`config.mk`:
```
export PLATFORM = sky130hd
export DESIGN_NAME = crsf_frame_receiver
export DESIGN_NICKNAME = d
export VERILOG_FILES = /design/src/crsf_pkg.sv /design/src/crsf_frame_receiver.sv
export SDC_FILE = /design/constraint.sdc
export NUM_CORES = 1
export LEC_CHECK = 0
export BUFFER_PORTS_ARGS = -buffer_cell sky130_fd_sc_hd__buf_2
export CAP_MARGIN = 20
export CORE_MARGIN = 4
export CORE_UTILIZATION = 25
export CTS_CLUSTER_SIZE = 25
export DETAILED_ROUTE_END_ITERATION = 8
export HOLD_SLACK_MARGIN = 0.05
export PLACE_DENSITY = 0.45
export SYNTH_ARGS = -nofsm -noshare
export SYNTH_HDL_FRONTEND = slang
export SYNTH_SLANG_ARGS = --single-unit
```
`constraint.sdc`:
```
create_clock -name i_clk -period 12 [get_ports i_clk]
set_input_delay 2.4 -clock i_clk [delete_from_list [all_inputs] [get_ports i_clk]]
set_output_delay 2.4 -clock i_clk [all_outputs]
set_load 0.05 [all_outputs]
```
`src/crsf_pkg.sv`:
```
// Shared constants, codes and the CRC-8 update for the CRSF frame receiver.
`timescale 1ns / 1ps

package crsf_pkg;

    // Default build constants
    localparam int MAX_FRAME_BYTES_DEF = 64;
    localparam int CHANNEL_COUNT_DEF   = 16;
    localparam int CHANNEL_BITS_DEF    = 11;

    // Fixed field widths
    localparam int BYTE_W    = 8;
    localparam int TIME_W    = 32;
    localparam int TIMEOUT_W = 16;
    localparam int STATUS_W  = 2;
    localparam int INDEX_W   = 4;
    localparam int VALUE_W   = 11;
    localparam int CFG_IDX_W = 2;
    localparam int CFG_DATA_W = 16;
    localparam int CH_BITS_MAX = 16;

    // Frame layout
    localparam int HEAD_GUESS = 5;
    localparam int PAYLOAD_AT = 3;

    // Register reset values
    localparam logic [TIMEOUT_W-1:0] TIMEOUT_RST = 16'd1100;
    localparam logic [BYTE_W-1:0]    RC_TYPE_RST = 8'd22;
    localparam logic [BYTE_W-1:0]    FC_ADDR_RST = 8'd200;

    // Register indexes
    localparam logic [CFG_IDX_W-1:0] CFG_TIMEOUT = 2'd0;
    localparam logic [CFG_IDX_W-1:0] CFG_RC_TYPE = 2'd1;
    localparam logic [CFG_IDX_W-1:0] CFG_FC_ADDR = 2'd2;

    // Result status codes
    localparam logic [STATUS_W-1:0] ST_RC      = 2'd0;
    localparam logic [STATUS_W-1:0] ST_IGNORED = 2'd1;
    localparam logic [STATUS_W-1:0] ST_CRC_ERR = 2'd2;
    localparam logic [STATUS_W-1:0] ST_LEN_ERR = 2'd3;

    localparam logic [BYTE_W-1:0] CRC_POLY = 8'hD5;

    // One byte of CRC-8 DVB-S2, MSB first
    function automatic logic [BYTE_W-1:0] crc8_step(input logic [BYTE_W-1:0] crc,
                                                    input logic [BYTE_W-1:0] b);
        logic [BYTE_W-1:0] c;
        c = crc ^ b;
        for (int k = 0; k < BYTE_W; k++) begin
            if (c[BYTE_W-1]) begin
                c = {c[BYTE_W-2:0], 1'b0} ^ CRC_POLY;
            end else begin
                c = {c[BYTE_W-2:0], 1'b0};
            end
        end
        return c;
    endfunction

endpackage

```
`src/crsf_frame_receiver.sv`:
```
// CRSF frame receiver: byte framing, CRC-8 check and RC channel unpacking.
// A byte waits in the input register; its first result is loaded into the output register.
// Throughput: one byte per cycle unless stalled; framing and CRC update run in one pass
// per byte. An RC frame gives CHANNEL_COUNT results from the output buffer, one per cycle
// when not stalled; input stalls only while a result-bearing byte waits for it to drain.
// Reset: synchronous, active low; clears framing state and loads register defaults.
`timescale 1ns / 1ps

module crsf_frame_receiver #(
    parameter int MAX_FRAME_BYTES = crsf_pkg::MAX_FRAME_BYTES_DEF,
    parameter int CHANNEL_COUNT   = crsf_pkg::CHANNEL_COUNT_DEF,
    parameter int CHANNEL_BITS    = crsf_pkg::CHANNEL_BITS_DEF
) (
    input  logic                            i_clk,
    input  logic                            i_rst_n,
    // configuration
    input  logic                            i_cfg_we,
    input  logic [crsf_pkg::CFG_IDX_W-1:0]  i_cfg_index,
    input  logic [crsf_pkg::CFG_DATA_W-1:0] i_cfg_data,
    // byte input
    input  logic                            i_in_valid,
    output logic                            o_in_stall,
    input  logic [crsf_pkg::BYTE_W-1:0]     i_rx_byte,
    input  logic [crsf_pkg::TIME_W-1:0]     i_time_us,
    // results
    output logic                            o_out_valid,
    input  logic                            i_out_stall,
    output logic [crsf_pkg::STATUS_W-1:0]   o_status,
    output logic [crsf_pkg::BYTE_W-1:0]     o_frame_type,
    output logic [crsf_pkg::INDEX_W-1:0]    o_channel_index,
    output logic [crsf_pkg::VALUE_W-1:0]    o_channel_value,
    output logic                            o_last
);
    import crsf_pkg::*;

    localparam int POS_W  = $clog2(MAX_FRAME_BYTES + 1);
    localparam int NEED   = (CHANNEL_COUNT * CHANNEL_BITS + 7) / 8;
    localparam int PAY_W  = NEED * BYTE_W;
    localparam int CH_W   = CHANNEL_COUNT * CHANNEL_BITS;
    localparam int FULL_W = BYTE_W + 1;

    // configuration registers
    logic [TIMEOUT_W-1:0] r_timeout;
    logic [BYTE_W-1:0]    r_rc_type;
    logic [BYTE_W-1:0]    r_fc_addr;

    // input register
    logic              r_in_valid;
    logic [BYTE_W-1:0] r_in_byte;
    logic [TIME_W-1:0] r_in_time;

    // framing state
    logic [POS_W-1:0]  r_pos, n_pos;
    logic [TIME_W-1:0] r_start, n_start;
    logic [BYTE_W-1:0] r_crc, n_crc;
    logic [BYTE_W-1:0] r_addr, n_addr;
    logic [BYTE_W-1:0] r_len, n_len;
    logic [BYTE_W-1:0] r_type, n_type;
    logic [PAY_W-1:0]  r_pay, n_pay;

    // output buffer
    logic                r_out_valid;
    logic                r_out_burst;
    logic [STATUS_W-1:0] r_out_status;
    logic [BYTE_W-1:0]   r_out_type;
    logic [INDEX_W-1:0]  r_out_idx;
    logic [CH_W-1:0]     r_out_chans;

    // per-byte evaluation
    logic                res_valid;
    logic                res_burst;
    logic [STATUS_W-1:0] res_status;
    logic [BYTE_W-1:0]   res_type;
    logic                out_last;
    logic                out_free;
    logic                proc_take;
    logic [TIME_W-1:0]   gap;
    logic                timed_out;
    logic [POS_W-1:0]    pos0, pos1, pay_off;
    logic [FULL_W-1:0]   full_len;
    logic [CH_BITS_MAX-1:0] chan_wide;

    assign gap       = r_in_time - r_start;
    assign timed_out = !gap[TIME_W-1] && (gap > TIME_W'(r_timeout));
    assign pos0      = timed_out ? '0 : r_pos;
    assign pos1      = pos0 + POS_W'(1);
    assign pay_off   = pos0 - POS_W'(PAYLOAD_AT);
    assign full_len  = FULL_W'(r_len) + FULL_W'(2);

    always_comb begin
        n_pos      = r_pos;
        n_start    = r_start;
        n_crc      = r_crc;
        n_addr     = r_addr;
        n_len      = r_len;
        n_type     = r_type;
        n_pay      = r_pay;
        res_valid  = 1'b0;
        res_burst  = 1'b0;
        res_status = ST_RC;
        res_type   = r_type;

        if (pos0 == '0) begin
            n_start = r_in_time;
        end

        if ((pos0 >= POS_W'(PAYLOAD_AT) && FULL_W'(pos0) >= full_len) ||
            FULL_W'(pos0) >= FULL_W'(MAX_FRAME_BYTES)) begin
            // overrun: drop silently
            n_pos = '0;
        end else begin
            n_pos = pos1;
            if (pos0 == POS_W'(0)) begin
                n_addr = r_in_byte;
            end else if (pos0 == POS_W'(1)) begin
                n_len = r_in_byte;
            end else if (pos0 == POS_W'(2)) begin
                n_type = r_in_byte;
            end else begin
                for (int j = 0; j < NEED; j++) begin
                    if (pay_off == POS_W'(j)) begin
                        n_pay[j*BYTE_W +: BYTE_W] = r_in_byte;
                    end
                end
            end

            if (pos1 == POS_W'(2)) begin
                if (r_in_byte < BYTE_W'(2) ||
                    FULL_W'(r_in_byte) > FULL_W'(MAX_FRAME_BYTES - 2)) begin
                    n_pos      = '0;
                    res_valid  = 1'b1;
                    res_status = ST_LEN_ERR;
                    res_type   = '0;
                end
            end else if (pos1 < POS_W'(PAYLOAD_AT) || FULL_W'(pos1) < full_len) begin
                if (pos1 >= POS_W'(PAYLOAD_AT)) begin
                    n_crc = crc8_step((pos1 == POS_W'(PAYLOAD_AT)) ? '0 : r_crc,
                                      r_in_byte);
                end
            end else begin
                // frame complete: this byte is the CRC
                n_pos     = '0;
                res_valid = 1'b1;
                res_type  = r_type;
                if (r_crc != r_in_byte) begin
                    res_status = ST_CRC_ERR;
                end else if (r_type != r_rc_type || r_addr != r_fc_addr) begin
                    res_status = ST_IGNORED;
                end else if (FULL_W'(r_len) < FULL_W'(NEED + 2)) begin
                    res_status = ST_LEN_ERR;
                end else begin
                    res_status = ST_RC;
                    res_burst  = 1'b1;
                end
            end
        end
    end

    assign out_last  = !r_out_burst || (r_out_idx == INDEX_W'(CHANNEL_COUNT - 1));
    assign out_free  = !r_out_valid || (!i_out_stall && out_last);
    assign proc_take = r_in_valid && (out_free || !res_valid);
    assign o_in_stall = r_in_valid && !proc_take;

    always_ff @(posedge i_clk) begin
        if (!i_rst_n) begin
            r_timeout   <= TIMEOUT_RST;
            r_rc_type   <= RC_TYPE_RST;
            r_fc_addr   <= FC_ADDR_RST;
            r_in_valid  <= 1'b0;
            r_pos       <= '0;
            r_start     <= '0;
            r_crc       <= '0;
            r_out_valid <= 1'b0;
            r_out_burst <= 1'b0;
        end else begin
            if (i_cfg_we) begin
                case (i_cfg_index)
                    CFG_TIMEOUT: r_timeout <= i_cfg_data[TIMEOUT_W-1:0];
                    CFG_RC_TYPE: r_rc_type <= i_cfg_data[BYTE_W-1:0];
                    CFG_FC_ADDR: r_fc_addr <= i_cfg_data[BYTE_W-1:0];
                    default: ;
                endcase
            end

            // input register: take a new item whenever it is empty or the held one moves on
            if (!r_in_valid || proc_take) begin
                r_in_valid <= i_in_valid;
            end

            if (proc_take) begin
                r_pos   <= n_pos;
                r_start <= n_start;
                r_crc   <= n_crc;
            end

            // output buffer: advance through channels, reload on a new result
            if (proc_take && res_valid) begin
                r_out_valid <= 1'b1;
                r_out_burst <= res_burst;
            end else if (r_out_valid && !i_out_stall && out_last) begin
                r_out_valid <= 1'b0;
            end
        end
    end

    always_ff @(posedge i_clk) begin
        if (!r_in_valid || proc_take) begin
            r_in_byte <= i_rx_byte;
            r_in_time <= i_time_us;
        end
        if (proc_take) begin
            r_addr <= n_addr;
            r_len  <= n_len;
            r_type <= n_type;
            r_pay  <= n_pay;
        end
        if (proc_take && res_valid) begin
            r_out_status <= res_status;
            r_out_type   <= res_type;
            r_out_idx    <= '0;
            r_out_chans  <= n_pay[CH_W-1:0];
        end else if (r_out_valid && !i_out_stall && !out_last) begin
            r_out_idx   <= r_out_idx + INDEX_W'(1);
            r_out_chans <= r_out_chans >> CHANNEL_BITS;
        end
    end

    assign chan_wide       = CH_BITS_MAX'(r_out_chans[CHANNEL_BITS-1:0]);
    assign o_out_valid     = r_out_valid;
    assign o_status        = r_out_status;
    assign o_frame_type    = r_out_type;
    assign o_channel_index = r_out_burst ? r_out_idx : '0;
    assign o_channel_value = r_out_burst ? chan_wide[VALUE_W-1:0] : '0;
    assign o_last          = out_last;

endmodule
```
Yosys cells after proc, flatten, opt, wreduce, memory -nomap -nowiden. Index checks and enable logic that the tools add are counted.

Bits in registers: 512. Bits in latches: 0. Memory bits (writable): 0. ROM bits: 0. Memories: 0.

Add/sub/neg operators: 5. $mul: 0. Div/mod/pow operators: 0. $lt $le $gt $ge: 10. Equal/unequal tests: 31. Shift-type cells: 0. Muxes and demuxes: 93. Bitwise gates (word level): 13. Reduce and logical (&&, ||, !) cells: 38.

Operators with widths (count): two-way mux 176 bit (6); two-way mux 8 bit (62); == test 7 x 4 -> 1 bit, second input constant (8); == test 7 x 5 -> 1 bit, second input constant (6); NOT 5 bit (8); == test 7 x 2 -> 1 bit, second input constant (5); two-way mux 7 bit (5); greater-than comparator 32 x 16 -> 1 bit (1); subtractor 32 bit (1); == test 7 x 3 -> 1 bit, second input constant (4); inequality test 8 bit (3); == test 7 x 1 -> 1 bit, second input constant (2); greater-or-equal comparator 7 x 2 -> 1 bit, second input constant (2); logical NOT 7 bit (2); two-way mux 1 bit (12); two-way mux 2 bit (6); two-way mux 11 bit (1); AND reduction 5 bit (2); adder 8 x 2 -> 9 bit, second input constant (1); greater-or-equal comparator 7 x 9 -> 1 bit (1); logical AND 1 bit (9); less-than comparator 7 x 9 -> 1 bit (1); greater-than comparator 8 x 6 -> 1 bit, second input constant (1); logical NOT 1 bit (8); other kinds (19) (33).

Depth between registers and ports, before layout.
Depth after elaboration: 52. Mapped depth: 42. Depth with buffers taken out: 37.

Worst setup path after synthesis. Ideal clock, no wire load.

Kind: reg-to-reg. Start point: register r_in_time[0]. End point: register r_addr[0] (enable). Arrival: 11.951 ns. Required time: 11.668 ns. Setup slack: -0.283 ns. Stages on the path, launching flop included: 41. Buffers on the path: 5. Clock period less this slack: 12.283 ns. Cells stage by stage: edfxtp_1 inv_1 ha_1 fa_1 inv_1 a21oi_1 o21ai_1 a31oi_1 xnor2_1 ha_1 a21oi_1 nand2_1 a221o_1 o31a_1 nor4_1 nand4b_1 nor4_1 nand4_1 (+5 left out) inv_1 ha_1 clkinv_1 nor2_1 xor2_1 and2_1 ha_1 nor2b_1 o21ai_0 nand2b_1 a21oi_1 or2_2 nor3_1 a221oi_4 and3b_1 buf_6 buf_12 and2_1.

Word-level cells in the longest chain between the ends: 14.

RTL lines: start: declaration (RTL line crsf_frame_receiver.sv:50) `logic [TIME_W-1:0] r_in_time;`; start signal: assignment (RTL line crsf_frame_receiver.sv:209) `r_in_time <= i_time_us;`; subtractor 32 bit * (RTL line crsf_frame_receiver.sv:83) `assign gap = r_in_time - r_start;`; greater-than comparator 32 x 16 -> 1 bit or logical NOT 1 bit (tied branches) (RTL line crsf_frame_receiver.sv:84) `assign timed_out = !gap[TIME_W-1] && (gap > TIME_W'(r_timeout));`; logical AND 1 bit * (RTL line crsf_frame_receiver.sv:84); two-way mux 7 bit * (RTL line crsf_frame_receiver.sv:85) `assign pos0 = timed_out ? '0 : r_pos;`; adder 7 x 1 -> 7 bit (RTL line crsf_frame_receiver.sv:86) `assign pos1 = pos0 + POS_W'(1);`; less-than comparator 7 x 9 -> 1 bit or less-than comparator 7 x 2 -> 1 bit (tied branches) (RTL line crsf_frame_receiver.sv:135) `end else if (pos1 < POS_W'(PAYLOAD_AT) || FULL_W'(pos1) < full_len) begin`; logical OR 1 bit (RTL line crsf_frame_receiver.sv:135); two-way mux 1 bit (RTL line crsf_frame_receiver.sv:135); two-way mux 1 bit (RTL line crsf_frame_receiver.sv:127) `if (pos1 == POS_W'(2)) begin`; two-way mux 1 bit * (RTL line crsf_frame_receiver.sv:107) `if ((pos0 >= POS_W'(PAYLOAD_AT) && FULL_W'(pos0) >= full_len) ||`; logical NOT 1 bit * (RTL line crsf_frame_receiver.sv:161) `assign proc_take = r_in_valid && (out_free || !res_valid);`; logical OR 1 bit * (RTL line crsf_frame_receiver.sv:161); logical AND 1 bit * (RTL line crsf_frame_receiver.sv:161); net proc_take (RTL line crsf_frame_receiver.sv:76) `logic proc_take;`; AND reduction 3 bit (no source line) *; end signal: assignment (RTL line crsf_frame_receiver.sv:212) `r_addr <= n_addr;`; end: declaration (RTL line crsf_frame_receiver.sv:56) `logic [BYTE_W-1:0] r_addr, n_addr;`.

The timed path passes the listed nets; every way through them passes the cells marked *. A chain may end at the register's enable or synchronous reset.

Worst setup path in the final report.
Start point: register r_in_time[0]. End point: output o_in_stall.

Word-level cells in the longest chain between the ends: 15.

RTL lines: subtractor 32 bit * (RTL line crsf_frame_receiver.sv:83); greater-than comparator 32 x 16 -> 1 bit or logical NOT 1 bit (tied branches) (RTL line crsf_frame_receiver.sv:84); logical AND 1 bit * (RTL line crsf_frame_receiver.sv:84); two-way mux 7 bit * (RTL line crsf_frame_receiver.sv:85); adder 7 x 1 -> 7 bit (RTL line crsf_frame_receiver.sv:86); less-than comparator 7 x 9 -> 1 bit or less-than comparator 7 x 2 -> 1 bit (tied branches) (RTL line crsf_frame_receiver.sv:135); logical OR 1 bit (RTL line crsf_frame_receiver.sv:135); two-way mux 1 bit (RTL line crsf_frame_receiver.sv:135); two-way mux 1 bit (RTL line crsf_frame_receiver.sv:127); two-way mux 1 bit * (RTL line crsf_frame_receiver.sv:107); logical NOT 1 bit * (RTL line crsf_frame_receiver.sv:161); logical OR 1 bit * (RTL line crsf_frame_receiver.sv:161); logical AND 1 bit * (RTL line crsf_frame_receiver.sv:161); logical NOT 1 bit * (RTL line crsf_frame_receiver.sv:162) `assign o_in_stall = r_in_valid && !proc_take;`; logical AND 1 bit * (RTL line crsf_frame_receiver.sv:162); end: declaration (RTL line crsf_frame_receiver.sv:22) `output logic o_in_stall,`.

Mark *: on every way between the ends. The rest lies on a longest branch, timed or not.

==> run_results.csv <==
group,metric,value,unit
setup_path,path_depth,37,
floorplan,die_w,324,µm
clocking,cts_tree,"yes",
timing,hold_violations,0,
yosys,largest_family_of_logic_cells_by_synthesized_area,"multiplexers",
setup_path,path_max_fanout,22,
floorplan,num_io_pins,91,
global_routing,number_of_antenna_violations_at_the_first_check_in_global_routing,2,
placement,dpl.hpwl,36700,µm
setup_path,cpPeakStageDelay,440,ps
min_path,holdCritPathClass,"flop to flop",
min_path,worstHoldPathCells,2,
clocking,clk_pin_slew_worst_paths,60,ps
yosys,netlist.area_leader.share,51.1,%
setup_path,worst_endpoint_data_arrival_time,8780,ps
route,via_per_instance_ratio,4.52,
floorplan,initial_core_util,25.3,%
setup_path,crit_buf_inv,7,
timing,timing.max_slew.rel_slack,29.9,%
timing,setup-violations-final,0,
setup_path,crit_path_start_kind,"flop",
floorplan,fp.coreArea,98900,µm²
global_routing,first_global_vias,15200,
power,vdd.ir_drop.worst,0.000114,V
yosys,synthSimpleGateAreaFrac,7.99,%
timing,grt_setup_unrepaired,"no",
setup_path,crit_required,9600,ps
timing,period_share,93.2,%
yosys,synth-warning-count,0,
yosys,synth.avg_cell_area,13.5,µm²
layout,final_layout_size_suffix_gt1_share,22.8,%
route,first_iter_violations,958,
clocking,max-clock-path-buffers,3,
clocking,cts_made_buffers,58,
setup_path,critical-path-top-cell-by-count,"sky130_fd_sc_hd__ha_1",
timing,period_minus_slack,11180,ps
layout,layout.filler_cells,9954,
setup_path,crit_family,"simple AND/OR/NAND/NOR gates",
floorplan,row_count,115,
layout,layout-area-overhead-vs-synth,14.4,%
yosys,ys_types,88,
clocking,post_cts_hold_buffer_count,0,
clocking,clock_sinks,512,
global_routing,grt_usage,10.9,%
layout,final-seq-area,14500,µm²
route,drt-pass1-iter-count,5,
timing,final.setup_skew,37.3,ps
global_routing,grt_start_max_net_pins,151,
clocking,clk_tree_root_cell,"sky130_fd_sc_hd__clkbuf_16",
yosys,syn_area,25000,µm²
status,status,"completed",
clocking,insertion_delay_to_the_later_sink_of_the_worst_skew_pair,620,ps
route,routed_wl,59000,µm
setup_path,timing.reg2reg.worst_path_depth,37,
yosys,mapped_nets,1991,
floorplan,floorplan.die_area,105000,µm²
yosys,dominantRegCellSynth,"sky130_fd_sc_hd__edfxtp_1",
yosys,post-synth-top-area-cell,"sky130_fd_sc_hd__edfxtp_1",
placement,routability_driven_placement_congestion_ratio,0.811,
setup_path,criticalPathCategory,"flop to primary output",
layout,multi_input_comb_area,9730,µm²
yosys,synth_compound_gate_area_share,5.86,%
layout,antenna_cells_inserted,0,
global_routing,grt_first_pass_wirelength,92000,µm
yosys,synth-adder-area-share,3.48,%
route,vias,14800,
yosys,seq_area_frac_synth,58.0,%
yosys,share_of_cell_area_taken_by_muxes_after_synthesis,17.7,%
route,antenna_violating_nets_post_route,0,
yosys,synthXorXnorAreaFrac,3.74,%
timing,final.setup.worst_slack,817,ps
yosys,synth_edf_count,426,
yosys,post_syn_instances,1859,
setup_path,timing.critical_path.slowest_stage_cell,"sky130_fd_sc_hd__ha_1",
timing,fin_tns_setup,0,ps
placement,dp_slack,1010,ps
timing,achievable-frequency,89.4,MHz
yosys,synth_seq_cells,512,
yosys,postSynth.asyncResetShare,0,%
timing,final_max_slew_viol_count,0,
route,routedWlPerCell,18.0,µm
setup_path,crit_path_end_kind,"primary output",
route,drc,0,
flow_run,cap_violations,0,
global_routing,grt_overflow,0,
power,leakagePower,0.00979,µW
floorplan,die-height,324,µm
timing,worst_slew_pin_slew,1040,ps
clocking,h-tree-depth,2,
yosys,synth.top_cells.by_area,"sky130_fd_sc_hd__edfxtp_1 (51%), sky130_fd_sc_hd__mux2_2 (9.3%), sky130_fd_sc_hd__dfxtp_1 (6.9%), sky130_fd_sc_hd__mux2_1 (6.0%), sky130_fd_sc_hd__ha_1 (3.4%)",
power,power_density,143,nW/µm²
placement,placement.io_buffers,90,
layout,final_nets,2069,
-- state kept, by name (all words and copies together) (netlist names), 7 cells and up --
register,flops
o_frame_type,8
r_addr,8
r_crc,8
r_fc_addr,8
r_in_byte,8
r_in_time,32
r_len,8
r_out_chans,176
r_pay,176
r_pos,7
r_rc_type,8
r_start,32
r_timeout,16
r_type,8
-- kinds of logic (layout without fill, tap and decap cells) --
kind of cell / Yosys count / after routing
buffers and inverters: 163 / 290
XOR/XNOR: 106 / 106
adder cells (fa/ha/maj): 69 / 69
AND/OR/NAND/NOR: 405 / 405
AO/OA/AOI/OAI: 207 / 207
flip-flops: 512 / 512
multiplexers: 397 / 397
-- metrics by stage --
step / util (%) / hold WS (ps) / cell area [µm²] / power (µW) / cells
after floorplan: - / 435 / 25000 / 2350 / 1859
after global placement: 27.0 / 443 / 26700 / 2450 / 3157
after detailed placement: 27.1 / 449 / 26700 / 2450 / 3158
after CTS: 28.9 / 458 / 28500 / 4160 / 3267
after global routing: 28.9 / 470 / 28600 / 4270 / 3273
final: 28.9 / 455 / 28600 / 4090 / 3273
-- synth_stat cells, types with 27 or more instances --
cell type / instances
sky130_fd_sc_hd__ha_1: 68
sky130_fd_sc_hd__xnor2_1: 70
sky130_fd_sc_hd__edfxtp_1: 426
sky130_fd_sc_hd__xor2_1: 35
sky130_fd_sc_hd__mux2i_1: 51
sky130_fd_sc_hd__mux2_1: 133
sky130_fd_sc_hd__and2_1: 51
sky130_fd_sc_hd__dfxtp_1: 86
sky130_fd_sc_hd__nand4_1: 27
sky130_fd_sc_hd__nor2_1: 64
sky130_fd_sc_hd__mux2_2: 207
sky130_fd_sc_hd__clkbuf_1: 58
sky130_fd_sc_hd__nand2_1: 155
sky130_fd_sc_hd__inv_1: 61
sky130_fd_sc_hd__a21oi_1: 63
-- final timing paths --
check                    start               end  slack [ps]
setup / recovery  r_in_time[0]        o_in_stall         820
hold / removal     r_start[23]       r_start[23]         450
setup reg to reg  r_in_time[0]  r_out_chans[170]        2210
hold reg to reg    r_start[23]       r_start[23]         450
-- cell usage in the layout, fill, tap and decap left out, types with 59 or more instances in the layout --
cell / Yosys / routed
sky130_fd_sc_hd__nand2_1: 155 / 155
sky130_fd_sc_hd__ha_1: 68 / 68
sky130_fd_sc_hd__edfxtp_1: 426 / 426
sky130_fd_sc_hd__dfxtp_1: 86 / 86
sky130_fd_sc_hd__xnor2_1: 70 / 70
sky130_fd_sc_hd__a21oi_1: 63 / 63
sky130_fd_sc_hd__mux2_2: 207 / 207
sky130_fd_sc_hd__nor2_1: 64 / 63
sky130_fd_sc_hd__clkbuf_16: 0 / 59
sky130_fd_sc_hd__buf_2: 15 / 90
sky130_fd_sc_hd__mux2_1: 133 / 133
sky130_fd_sc_hd__inv_1: 61 / 60
-- layer usage --
layer	vias to the layer above	track usage [%]	wire, µm
li1	7047	-	-
met1	7410	15.0	28000
met2	254	17.9	27400
met3	88	1.82	2310
met4	0	2.84	1290
met5	-	0	0
-- worst min-delay path, delay by kind of cell (launching register included) --
family,cells,cell delay [ps]
DFF,1,310
and+or+nand+nor,1,50
muxes,1,50
-- timing repair --
action                                  CTS  global route
resized for setup                         0             0
buffers inserted                          0             5
endpoints found under the setup margin    0             1
-- final cells by class --
type                            count  area share (%)
Inverter                           63           0.827
Timing Repair Buffer              118            2.51
Sequential cell                   512            50.7
Clock inverter                     34           0.813
Tap cell                         1287            5.63
Multi-Input combinational cell   1184            34.0
Clock buffer                       75            5.48
-- report_power, final --
part,switching [µW],total [µW],internal (µW),leakage [µW]
logic,244,402,158,0.00426
clock network,730,1670,944,0.000875
registers,21.6,2010,1990,0.00466
(Power assumes the default switching activity.)
